`config.mk`:
```
export PLATFORM = sky130hd
export DESIGN_NAME = min_extract_store
export DESIGN_NICKNAME = d
export VERILOG_FILES = /design/src/rtl/mes_pkg.sv /design/src/rtl/mes_ctrl.sv /design/src/rtl/mes_dp.sv /design/src/rtl/min_extract_store.sv
export SDC_FILE = /design/constraint.sdc
export NUM_CORES = 2
export LEC_CHECK = 0
export BUFFER_PORTS_ARGS = -buffer_cell sky130_fd_sc_hd__buf_2
export CAP_MARGIN = 20
export CORE_AREA = 2 2 468 470
export CTS_CLUSTER_SIZE = 10
export DETAILED_ROUTE_END_ITERATION = 10
export DIE_AREA = 0 0 470 472
export PLACE_DENSITY = 0.58
export SLEW_MARGIN = 40
export SYNTH_ARGS = -nofsm -noshare
export SYNTH_HDL_FRONTEND = slang
export SYNTH_HIERARCHICAL = 1
export SYNTH_SLANG_ARGS = --single-unit
export TNS_END_PERCENT = 100
```
`constraint.sdc`:
```
create_clock -name clock -period 5.6 [get_ports clock]
set_input_delay 0 -clock clock [delete_from_list [all_inputs] [get_ports clock]]
set_output_delay 0 -clock clock [all_outputs]
set_load 0.02 [all_outputs]
```
`src/rtl/mes_pkg.sv`:
```
// ----------------------------------------------------------------------------
// mes_pkg: shared types and constants for the min extract store
// Request and result codes, and the command and status bundles passed
// between the controller and the datapath.
// ----------------------------------------------------------------------------
package mes_pkg;

   localparam int DATA_W   = 32;  // tdata payload width on both channels
   localparam int STATUS_W = 2;

   // request kind carried on req_tuser
   localparam logic MODE_INSERT  = 1'b0;
   localparam logic MODE_EXTRACT = 1'b1;

   // result status carried on rsp_tuser
   typedef enum logic [STATUS_W-1:0] {
      ST_INSERTED = 2'd0,
      ST_FULL     = 2'd1,
      ST_MIN      = 2'd2,
      ST_EMPTY    = 2'd3
   } status_type;

   // controller -> datapath
   typedef struct packed {
      logic capture;     // latch request payload
      logic insert;      // append latched value if room
      logic set_empty;   // result: store empty
      logic walk_start;  // rewind the store walk
      logic walk_run;    // advance the store walk
      logic purge;       // walk compacts instead of searching
      logic finish_min;  // commit purge, result: minimum
      logic out_load;    // move result into the output register
   } mes_cmd_type;

   // datapath -> controller
   typedef struct packed {
      logic empty;       // no stored entries
      logic walk_done;   // all entries read and processed
      logic out_free;    // output register can take a result
   } mes_sts_type;

endpackage

```
`src/rtl/mes_ctrl.sv`:
```
// ----------------------------------------------------------------------------
// mes_ctrl: request sequencer
// Steps each request through insert, or search and purge for an extract
// on a non-empty store, then hands the result to the output register.
// ----------------------------------------------------------------------------
module mes_ctrl (
   input  logic                 clock,
   input  logic                 reset,
   input  logic                 req_tvalid,
   input  logic                 req_mode,
   output logic                 req_tready,
   input  mes_pkg::mes_sts_type sts,
   output mes_pkg::mes_cmd_type cmd
);
   import mes_pkg::*;

   typedef enum logic [2:0] {
      S_IDLE,
      S_INSERT,
      S_EXTRACT,
      S_SCAN,
      S_PURGE,
      S_FINISH
   } state_type;

   state_type state_ff;
   state_type state_in;

   always_comb begin
      state_in   = state_ff;
      cmd        = '0;
      req_tready = 1'b0;
      case (state_ff)
         S_IDLE: begin
            req_tready = 1'b1;
            if (req_tvalid) begin
               cmd.capture = 1'b1;
               state_in    = (req_mode == MODE_EXTRACT) ? S_EXTRACT : S_INSERT;
            end
         end
         S_INSERT: begin
            cmd.insert = 1'b1;
            state_in   = S_FINISH;
         end
         S_EXTRACT: begin
            if (sts.empty) begin
               cmd.set_empty = 1'b1;
               state_in      = S_FINISH;
            end else begin
               cmd.walk_start = 1'b1;
               state_in       = S_SCAN;
            end
         end
         S_SCAN: begin
            cmd.walk_run = 1'b1;
            if (sts.walk_done) begin
               cmd.walk_start = 1'b1;
               state_in       = S_PURGE;
            end
         end
         S_PURGE: begin
            cmd.walk_run = 1'b1;
            cmd.purge    = 1'b1;
            if (sts.walk_done) begin
               cmd.finish_min = 1'b1;
               state_in       = S_FINISH;
            end
         end
         S_FINISH: begin
            if (sts.out_free) begin
               cmd.out_load = 1'b1;
               state_in     = S_IDLE;
            end
         end
         default: begin
            state_in = S_IDLE;
         end
      endcase
   end

   always_ff @(posedge clock) begin
      if (reset) begin
         state_ff <= S_IDLE;
      end else begin
         state_ff <= state_in;
      end
   end

endmodule

```
`src/rtl/mes_dp.sv`:
```
// ----------------------------------------------------------------------------
// mes_dp: value store and search datapath
// Packed value memory with fill count, min search walk, compaction walk
// that drops every copy of the minimum, and the result output register.
// ----------------------------------------------------------------------------
module mes_dp #(
   parameter int DEPTH       = 64,
   parameter int VALUE_WIDTH = 32
) (
   input  logic                          clock,
   input  logic                          reset,
   input  mes_pkg::mes_cmd_type          cmd,
   output mes_pkg::mes_sts_type          sts,
   input  logic [mes_pkg::DATA_W-1:0]    req_tdata,
   input  logic                          rsp_tready,
   output logic                          rsp_tvalid,
   output logic [mes_pkg::DATA_W-1:0]    rsp_tdata,
   output logic [mes_pkg::STATUS_W-1:0]  rsp_tuser
);
   import mes_pkg::*;

   localparam int ADDR_W = $clog2(DEPTH);
   localparam int CNT_W  = $clog2(DEPTH + 1);

   // entries 0 .. count-1 are live; order is irrelevant to results
   logic [VALUE_WIDTH-1:0] mem [DEPTH];

   logic [CNT_W-1:0]        count_ff,   count_in;
   logic [CNT_W-1:0]        rd_idx_ff,  rd_idx_in;
   logic [CNT_W-1:0]        wr_ptr_ff,  wr_ptr_in;
   logic                    pend_ff,    pend_in;
   logic                    first_ff,   first_in;
   logic signed [VALUE_WIDTH-1:0] best_ff, best_in;
   logic [VALUE_WIDTH-1:0]  value_ff;
   logic signed [VALUE_WIDTH-1:0] rd_data_ff;
   status_type              res_status_ff;
   logic [DATA_W-1:0]       res_value_ff;
   logic                    out_valid_ff, out_valid_in;
   status_type              out_status_ff;
   logic [DATA_W-1:0]       out_value_ff;

   logic                    rd_go;
   logic                    full;
   logic                    keep;
   logic                    wr_en;
   logic [ADDR_W-1:0]       wr_addr;
   logic [VALUE_WIDTH-1:0]  wr_data;

   assign full  = (count_ff == CNT_W'(DEPTH));
   assign rd_go = cmd.walk_run && (rd_idx_ff != count_ff);
   assign keep  = pend_ff && cmd.purge && (rd_data_ff != best_ff);

   assign sts.empty     = (count_ff == '0);
   assign sts.walk_done = (rd_idx_ff == count_ff) && !pend_ff;
   assign sts.out_free  = !out_valid_ff || rsp_tready;

   // single write port: append on insert, compaction write on purge
   always_comb begin
      wr_en   = 1'b0;
      wr_addr = count_ff[ADDR_W-1:0];
      wr_data = value_ff;
      if (cmd.insert && !full) begin
         wr_en = 1'b1;
      end else if (keep) begin
         wr_en   = 1'b1;
         wr_addr = wr_ptr_ff[ADDR_W-1:0];
         wr_data = rd_data_ff;
      end
   end

   always_ff @(posedge clock) begin
      if (wr_en) begin
         mem[wr_addr] <= wr_data;
      end
      if (rd_go) begin
         rd_data_ff <= mem[rd_idx_ff[ADDR_W-1:0]];
      end
   end

   always_comb begin
      count_in  = count_ff;
      rd_idx_in = rd_idx_ff;
      wr_ptr_in = wr_ptr_ff;
      pend_in   = rd_go;
      first_in  = first_ff;
      best_in   = best_ff;
      if (cmd.insert && !full) begin
         count_in = count_ff + CNT_W'(1);
      end
      if (cmd.finish_min) begin
         count_in = wr_ptr_ff;
      end
      if (cmd.walk_start) begin
         rd_idx_in = '0;
         wr_ptr_in = '0;
         pend_in   = 1'b0;
         first_in  = 1'b1;
      end else begin
         if (rd_go) begin
            rd_idx_in = rd_idx_ff + CNT_W'(1);
         end
         if (pend_ff && !cmd.purge && (first_ff || (rd_data_ff < best_ff))) begin
            best_in  = rd_data_ff;
            first_in = 1'b0;
         end
         if (keep) begin
            wr_ptr_in = wr_ptr_ff + CNT_W'(1);
         end
      end
   end

   always_comb begin
      out_valid_in = out_valid_ff;
      if (cmd.out_load) begin
         out_valid_in = 1'b1;
      end else if (rsp_tready) begin
         out_valid_in = 1'b0;
      end
   end

   always_ff @(posedge clock) begin
      if (reset) begin
         count_ff     <= '0;
         rd_idx_ff    <= '0;
         wr_ptr_ff    <= '0;
         pend_ff      <= 1'b0;
         first_ff     <= 1'b1;
         out_valid_ff <= 1'b0;
      end else begin
         count_ff     <= count_in;
         rd_idx_ff    <= rd_idx_in;
         wr_ptr_ff    <= wr_ptr_in;
         pend_ff      <= pend_in;
         first_ff     <= first_in;
         out_valid_ff <= out_valid_in;
      end
   end

   // payload registers
   always_ff @(posedge clock) begin
      best_ff <= best_in;
      if (cmd.capture) begin
         value_ff <= VALUE_WIDTH'(req_tdata);
      end
      if (cmd.insert) begin
         res_status_ff <= full ? ST_FULL : ST_INSERTED;
         res_value_ff  <= '0;
      end
      if (cmd.set_empty) begin
         res_status_ff <= ST_EMPTY;
         res_value_ff  <= '0;
      end
      if (cmd.finish_min) begin
         res_status_ff <= ST_MIN;
         res_value_ff  <= DATA_W'(best_ff);
      end
      if (cmd.out_load) begin
         out_status_ff <= res_status_ff;
         out_value_ff  <= res_value_ff;
      end
   end

   assign rsp_tvalid = out_valid_ff;
   assign rsp_tdata  = out_value_ff;
   assign rsp_tuser  = out_status_ff;

endmodule

```
`src/rtl/min_extract_store.sv`:
```
// ----------------------------------------------------------------------------
// min_extract_store: bounded store of signed values with min extraction
// Insert appends a value; extract returns the smallest stored value and
// removes every entry equal to it. One result transaction per request.
// ----------------------------------------------------------------------------
//
//  channel  | dir | tdata          | tuser           | notes
//  ---------+-----+----------------+-----------------+--------------------------
//  req_     | in  | value [31:0]   | mode [0]        | 0 insert, 1 extract
//  rsp_     | out | min_value[31:0]| status [1:0]    | 0 ins,1 full,2 min,3 empty
//
//  Insert steps through S_INSERT and S_FINISH; an empty extract through
//  S_EXTRACT and S_FINISH. An extract on stored entries makes one search
//  walk and one compaction walk over the value memory, one entry per cycle
//  through its single registered read port.
//  Reset clears the fill count and control; no memory clearing is needed.
//  A result waiting on rsp_tready does not block the next request; only a
//  second result finished before the first is taken stalls the sequencer.
//
module min_extract_store #(
   parameter int DEPTH       = 64,
   parameter int VALUE_WIDTH = 32
) (
   input  logic                          clock,
   input  logic                          reset,
   input  logic                          req_tvalid,
   output logic                          req_tready,
   input  logic [mes_pkg::DATA_W-1:0]    req_tdata,   // [31:0] value
   input  logic [0:0]                    req_tuser,   // [0] mode
   output logic                          rsp_tvalid,
   input  logic                          rsp_tready,
   output logic [mes_pkg::DATA_W-1:0]    rsp_tdata,   // [31:0] min_value
   output logic [mes_pkg::STATUS_W-1:0]  rsp_tuser    // [1:0] status
);
   import mes_pkg::*;

   mes_cmd_type cmd;
   mes_sts_type sts;

   // sequencer: one request in flight at a time
   mes_ctrl u_ctrl (
      .clock      (clock),
      .reset      (reset),
      .req_tvalid (req_tvalid),
      .req_mode   (req_tuser[0]),
      .req_tready (req_tready),
      .sts        (sts),
      .cmd        (cmd)
   );

   // store memory, search/purge walk and output register
   mes_dp #(
      .DEPTH       (DEPTH),
      .VALUE_WIDTH (VALUE_WIDTH)
   ) u_dp (
      .clock      (clock),
      .reset      (reset),
      .cmd        (cmd),
      .sts        (sts),
      .req_tdata  (req_tdata),
      .rsp_tready (rsp_tready),
      .rsp_tvalid (rsp_tvalid),
      .rsp_tdata  (rsp_tdata),
      .rsp_tuser  (rsp_tuser)
   );

   // a result is never loaded over one still waiting to be taken
   a_no_overwrite: assert property (@(posedge clock) disable iff (reset)
      cmd.out_load |-> sts.out_free)
      else $error("result loaded over pending transaction");

   // an accepted request keeps the sequencer busy for the next cycle
   a_busy_after_accept: assert property (@(posedge clock) disable iff (reset)
      (req_tvalid && req_tready) |=> !req_tready)
      else $error("request accepted twice back to back");

   // result-producing commands are mutually exclusive
   a_single_commit: assert property (@(posedge clock) disable iff (reset)
      $onehot0({cmd.insert, cmd.set_empty, cmd.finish_min, cmd.walk_start}))
      else $error("conflicting datapath commands");

endmodule

```
* Yosys cells after proc, flatten, opt, wreduce, memory -nomap -nowiden
Memories as Yosys holds them, arrays and structs flattened. A register that Yosys moved wholly into a read port is not among the register bits. Cells that the tools add are included. Widths: inputs -> output; s select.
Storage, ports and cells: bits in writable memories 2048, input bits 37, logic and storage cells 95, bits in latches 0, bits in registers 159, ROM bits 0, memories 1
Memory list:
- u_dp.mem | words 64, bits a word 32, rd ports 1, clocked after memory_dff 1, wr ports 1, RTL line mes_dp.sv:26 | logic [VALUE_WIDTH-1:0] mem [DEPTH];
Cells by class: order comparisons 1, reduce and logical (&&, ||, !) cells 24, bitwise logic cells 1, divide/modulo/power cells 0, equal/unequal tests 13, multiplexer cells 38, $add $sub $neg 3, multiply operators 0, shift operators 0
Operators with widths (count):
- $mux 32 | 5
- $lt 32x32->1 | 1
- $ne 32x32->1 | 1
- $add 7x1->7 const B | 3
- $mux 1 | 20
- $pmux 3 s6 | 1
- $mux 3 | 5
- $mux 7 | 2
- $mux 6 | 2
- $ne 2x2->1 const B | 4
- $eq 7x7->1 | 1
- $eq 7x7->1 const B | 1
- $logic_and 1x1->1 | 7
- $logic_not 7->1 | 1
- $ne 7x7->1 | 1
- $eq 3x2->1 const B | 2
- $eq 3x3->1 const B | 2
- $reduce_bool 2->1 | 3
- $reduce_or 2->1 | 3
- $logic_not 1->1 | 4
- $mux 2 | 2
- $reduce_and 4->1 | 1
- $eq 3x1->1 const B | 1
- $logic_not 3->1 | 1
- 5 further kinds | 6

* Depth between registers and ports, before layout
depth in word-level cells 10, gate-level depth with buffers 12, depth with buffers taken out 8

* Modules after synthesis
The synthesis kept the hierarchy.
By module, submodules not included:
- mes_dp | sequential area each 66884.1 um^2, instances 1, area each 86058.8 um^2, cells an instance 3892
- mes_ctrl | sequential area each 60.1 um^2, instances 1, area each 305.3 um^2, cells an instance 42

* Worst setup path before layout
OpenSTA, ideal clock, no wires.
path type flip-flop to flip-flop, start point register u_dp.count_ff[1], end point memory u_dp.mem[0][0] (data pin), arrival 4704 ps, cell stages (with the launch flop) 11, required time 4898 ps, clock period less this slack 5405 ps, buffers on the path 4, path slack 195 ps, cells stage by stage dfxtp_1 clkbuf_1 inv_1 ha_1 or4b_4 o31a_1 buf_6 a211o_4 buf_6 buf_6 o21ai_0
On the way: cells in the longest elaborated chain, start to end 4
Ends and longest elaborated chain:
- start: declaration | RTL line mes_dp.sv:28 | logic [CNT_W-1:0] count_ff, count_in;
- start signal: assignment | RTL line mes_dp.sv:130 | count_ff <= count_in;
- $eq 7x7->1 | RTL line mes_dp.sv:49 | assign full = (count_ff == CNT_W'(DEPTH));
- $logic_not 1->1 | RTL line mes_dp.sv:62 | if (cmd.insert && !full) begin
- $logic_and 1x1->1 | RTL line mes_dp.sv:62
- $mux 32 | RTL line mes_dp.sv:62
- net u_dp.wr_data[0] | RTL line mes_dp.sv:47 | logic [VALUE_WIDTH-1:0] wr_data;
- end: declaration | RTL line mes_dp.sv:26
The timed path passes the listed nets, and every way through them passes these cells.

* Worst setup path after layout
start point register u_dp.count_ff[1], end point memory u_dp.mem[27][28] (enable)
On the way: cells in the longest elaborated chain, start to end 6, elaborated cells between the ends (all ways) 8
Ends and longest elaborated chain:
- $eq 7x7->1 | RTL line mes_dp.sv:49
- $logic_not 1->1 | RTL line mes_dp.sv:62
- $logic_and 1x1->1 | RTL line mes_dp.sv:62
- $mux 1 | RTL line mes_dp.sv:62
- $mux 1 | RTL line mes_dp.sv:72 | if (wr_en) begin
- $mux 1 (not written as such) | RTL line mes_dp.sv:73 | mem[wr_addr] <= wr_data;
Parallel ways exist; a longest one is shown, timed or not.

==> impl_summary.txt <==
----------------------------------------------------
[Status]
  Run status ... completed

[Logic synthesis]
  Post-synthesis async set-or-reset flop share ... 0
  Cell area after technology mapping ... roughly 86,000 sq um
  #FFs+latches synth ... 2,239
  Synthesized instance count ... 3,934
  Unique masters post-synth ... 66
  Number of synthesized flops with an enable pin ... 2,210
  Dominant synthesized flop cell ... sky130_fd_sc_hd__edfxtp_1
  Average cell area after synthesis ... 21.95 sq um
  Number of warnings printed during yosys synthesis ... 6
  Post-synth net total ... around 4,000
  Post-synthesis sequential area ratio ... 0.7751

[Critical path]
  End of the worst register-to-register path ... u_dp/mem[27][28]
  Critical path launch point type ... flip-flop
  Highest fanout seen on the critical path ... 19
  Worst R2R Setup Slack ... between 0.9 and 1 ns
  Worst EP required ... 6.15 ns
  Ordered list of cells on the worst path ... inv_1 -> ha_1 -> or4b_4 -> o31a_1 -> a211oi_4 -> a22o_1 -> nand2_1 -> nor2_4 -> buf_4
  Type of element capturing the critical path ... flip-flop
  Kind of cell adding the most delay to the critical path ... simple AND/OR/NAND/NOR gates
  Slowest cell on the critical path ... sky130_fd_sc_hd__a211oi_4
  Worst R2R Path Depth ... 9
  Setup Crit Path Kind ... reg2reg
  Source of the worst register-to-register timing path ... u_dp/count_ff[1]
  Sum of buffers and inverters on the critical path ... 2
  Crit path DAT ... 5.22 ns
  Critical path's largest stage delay ... 0.74 ns

[Clock tree]
  Sinks on Clock Net ... 2,239
  Source-to-sink clock delay at the later pin of the worst-skew pair ... 0.91 ns
  Gates resized, CTS repair ... 0
  Clock tree from TritonCTS ... yes
  Clock Path Buffers ... 4
  Post-CTS Repair Setup Buffers ... 0
  Register clock-pin slew on the reported worst setup and hold paths ... 0.06 ns
  H-tree Lvls ... 5
  Buffer type at the clock tree root ... sky130_fd_sc_hd__clkbuf_16
  Inserted Clock Buffers ... between 200 and 300
  Number of buffers added to fix hold violations after cts ... between 70 and 80

[Timing]
  Setup repair after global routing missed its margin ... no
  Worst-Margin Slew ... 0.9263 ns
  Total Negative Setup Slacks ... 0 ns
  Hold_ws ... 0.3437 ns
  Final setup violation count ... 0
  Hold Violations, Final ... 0
  Worst setup margin ... about 0.9 ns
  Fin crit period ... 4.675 ns
  Final Slew Violations ... 0
  Post-route clock skew ... 0.06973 ns
  Max-Slew Margin vs Limit ... 0.3772
  Max Freq ... 0.2139 GHz
  Final cycle utilization of the critical path ... 0.8348

[Cells and area]
  Number of nets in the finished design ... approximately 4,400
  Area of the multi-input gates ... approximately 19,000 sq um
  Leading cell types in the layout, fill and taps excluded ... sky130_fd_sc_hd__edfxtp_1 (2,210), sky130_fd_sc_hd__mux4_2 (572), sky130_fd_sc_hd__clkbuf_16 (285)
  Sequential Area ... around 67,000 sq um
  Most frequent standard cell in the layout excluding fill and tap cells ... sky130_fd_sc_hd__edfxtp_1
  Proportion of layout cells with a drive suffix above 1 ... 0.2917
  Layout Area Growth over Synthesis ... 16.09%
  Number of fill cells ... ~18,000

[Placed design]
  DP Worst Slack ... 1.070 ns
  Half-perimeter wire length after placement ... 130.6 mm
  Count of input and output buffers ... approximately 70
  RePlAce Congestion ... roughly 0.9

[Hold path]
  Sink of the worst hold path ... u_dp/value_ff[22]
  Worst hold path depth ... 3
  Source of the worst hold timing path ... req_tdata[22]
  Path type of the worst min-delay path ... in2reg

[Routing]
  Post-Route WL ... 217.8 mm
  DRT antenna net count ... 0
  Remaining design rule violation count ... 0
  Number of vias per cell after detailed routing ... ~5.7
  Iter 0 DRT Violations ... 4,604
  Post-detailed-route wirelength per cell ... about 30 um
  Number of vias after detailed routing ... 41,400
  DRT Pass-1 Iters ... 5

[Global route]
  Gr ovfl total ... 0
  Combined global-route utilization of all metal layers ... 0.1955
  Number of antenna violations at the first check in global routing ... 7
  Vias in the first global route ... 42,140
  First-pass GRT wire length ... 311.7 mm
  Maximum number of pins on one net before global-route repair ... ~120

[Job]
  Count of max-cap constraint violations ... 0

[Floorplanning]
  Die width ... between 400 and 500 um
  Number of top-level pins ... 73
  Initial core utilization ... 0.3989
  Cell Rows ... roughly 170
  Die Outline Area ... ~220,000 sq um
  Floorplan Core Area ... ~220,000 sq um
  Die Span Y ... roughly 470 um

[Power and ir drop]
  Worst VDD drop ... 277.2 uV
  Cell area power density ... between 400 and 500 nW/um^2
  Standby leakage power ... 30.53 nW

----------------------------------------------------
tightest hold or removal path, stage by stage:
cell,delay (ns)
sky130_fd_sc_hd__dlygate4sd3_1,0.51
sky130_fd_sc_hd__buf_2,0.09
sky130_fd_sc_hd__dlygate4sd3_1,0.54
cells in the mapped netlist, types with 4 or more instances:
cell type	n	area, sq um
sky130_fd_sc_hd__edfxtp_1	2210	66360
sky130_fd_sc_hd__mux4_2	572	12880
sky130_fd_sc_hd__nand2_1	166	623.1
sky130_fd_sc_hd__nor2_1	130	488.0
sky130_fd_sc_hd__clkbuf_1	96	360.4
sky130_fd_sc_hd__mux2i_1	83	830.8
sky130_fd_sc_hd__a21oi_1	79	395.4
sky130_fd_sc_hd__buf_2	67	335.3
sky130_fd_sc_hd__a211oi_1	49	367.9
sky130_fd_sc_hd__nor2b_1	45	281.5
sky130_fd_sc_hd__inv_1	43	161.4
sky130_fd_sc_hd__buf_1	37	138.9
sky130_fd_sc_hd__ha_1	36	450.4
sky130_fd_sc_hd__and2_1	35	219.0
sky130_fd_sc_hd__o21ai_0	31	155.2
sky130_fd_sc_hd__nor3_1	30	150.1
sky130_fd_sc_hd__dfxtp_1	29	580.6
sky130_fd_sc_hd__a22oi_1	20	150.1
sky130_fd_sc_hd__nand4_1	16	100.1
sky130_fd_sc_hd__mux2_2	15	168.9
sky130_fd_sc_hd__o22ai_1	14	87.58
sky130_fd_sc_hd__xor2_1	14	122.6
sky130_fd_sc_hd__nand2b_1	12	75.07
sky130_fd_sc_hd__a221oi_1	10	87.58
sky130_fd_sc_hd__nand3_1	8	40.04
sky130_fd_sc_hd__xnor2_1	8	70.07
sky130_fd_sc_hd__and3_1	6	37.54
sky130_fd_sc_hd__nor4_1	6	37.54
sky130_fd_sc_hd__a31oi_1	5	31.28
sky130_fd_sc_hd__buf_6	4	45.04
sky130_fd_sc_hd__or3_1	4	25.02
logic make-up (layout without fill, tap and decap cells):
logic type      after synthesis  after routing  share of synthesized area
mux                         671            671                     0.1610
other cells                   0              1                          0
simple gates                472            472                    0.02551
flops                      2239           2239                     0.7751
compound gates              243            243                    0.01854
fa+ha+maj                    36             36                   0.005215
buf+inv                     251            726                    0.01236
xor+xnor                     22             22                   0.002231
through the flow:
| stage | cells | util | power, mW | instance area [sq um] |
|---|---|---|---|---|
| 2_1_floorplan | 3934 | - | 23.76 | 86360 |
| 3_3_place_gp | 6850 | 0.4246 | 25.75 | 91930 |
| 3_5_place_dp | 6859 | 0.4255 | 25.86 | 92140 |
| 4_1_cts | 7262 | 0.4628 | 41.07 | 100200 |
| 5_1_grt | 7264 | 0.4631 | 42.09 | 100300 |
| 6_report | 7264 | 0.4631 | 40.72 | 100300 |
how the worst max path moves through the flow:
stage | start | slack [ns] | end | depth (start not counted)
after global routing | u_dp/count_ff[1] | 0.71 | u_dp/mem[27][28] | 9
final | u_dp/count_ff[1] | 0.93 | u_dp/mem[27][28] | 9
after CTS | u_dp/count_ff[1] | 1.0 | u_dp/mem[27][28] | 9
after detailed placement | u_dp/count_ff[1] | 1.07 | u_dp/mem[27][25] | 9
after floorplan | u_dp/count_ff[1] | 0.19 | u_dp/mem[0][0] | 10
after global placement | u_dp/count_ff[0] | 1.15 | u_dp/mem[27][26] | 9
state kept, by name, summed over array words and instances, names as in the netlist:
name / count
u_dp/mem: 2048
u_dp/best_ff: 32
u_dp/rd_data_ff: 32
u_dp/res_value_ff: 32
u_dp/rsp_tdata: 32
u_dp/value_ff: 32
u_dp/count_ff: 7
u_dp/rd_idx_ff: 7
u_dp/wr_ptr_ff: 7
u_ctrl/state_ff: 3
u_dp/res_status_ff: 2
u_dp/rsp_tuser: 2
u_dp/first_ff: 1
u_dp/pend_ff: 1
u_dp/rsp_tvalid: 1
final cells by class:
class,instances,area share
clock inverters,15,0.0008735
repair buffers,354,0.03202
multi-input cells,1444,0.1898
diodes,1,0.00002496
clock buffers,313,0.07218
well taps,2854,0.03562
inverters,44,0.001647
flip-flops and latches,2239,0.6679
per-layer routing:
metal | vias to the layer above | share of wire | global-route usage
met4 | 4 | 0.023 | 0.05166
met1 | 22220 | 0.44 | 0.2849
li1 | 17180 | - | -
met5 | - | 0.000087 | 0
met2 | 1652 | 0.46 | 0.2938
met3 | 338 | 0.085 | 0.04958
power by group:
group	total, mW	internal, mW	leakage, nW	switching (mW)
clock	15.2	9.00	3.58	6.18
sequential	20.2	20.0	20.1	0.245
combinational	5.32	1.95	6.79	3.38
Note: power is estimated with default switching activity, not from simulation.
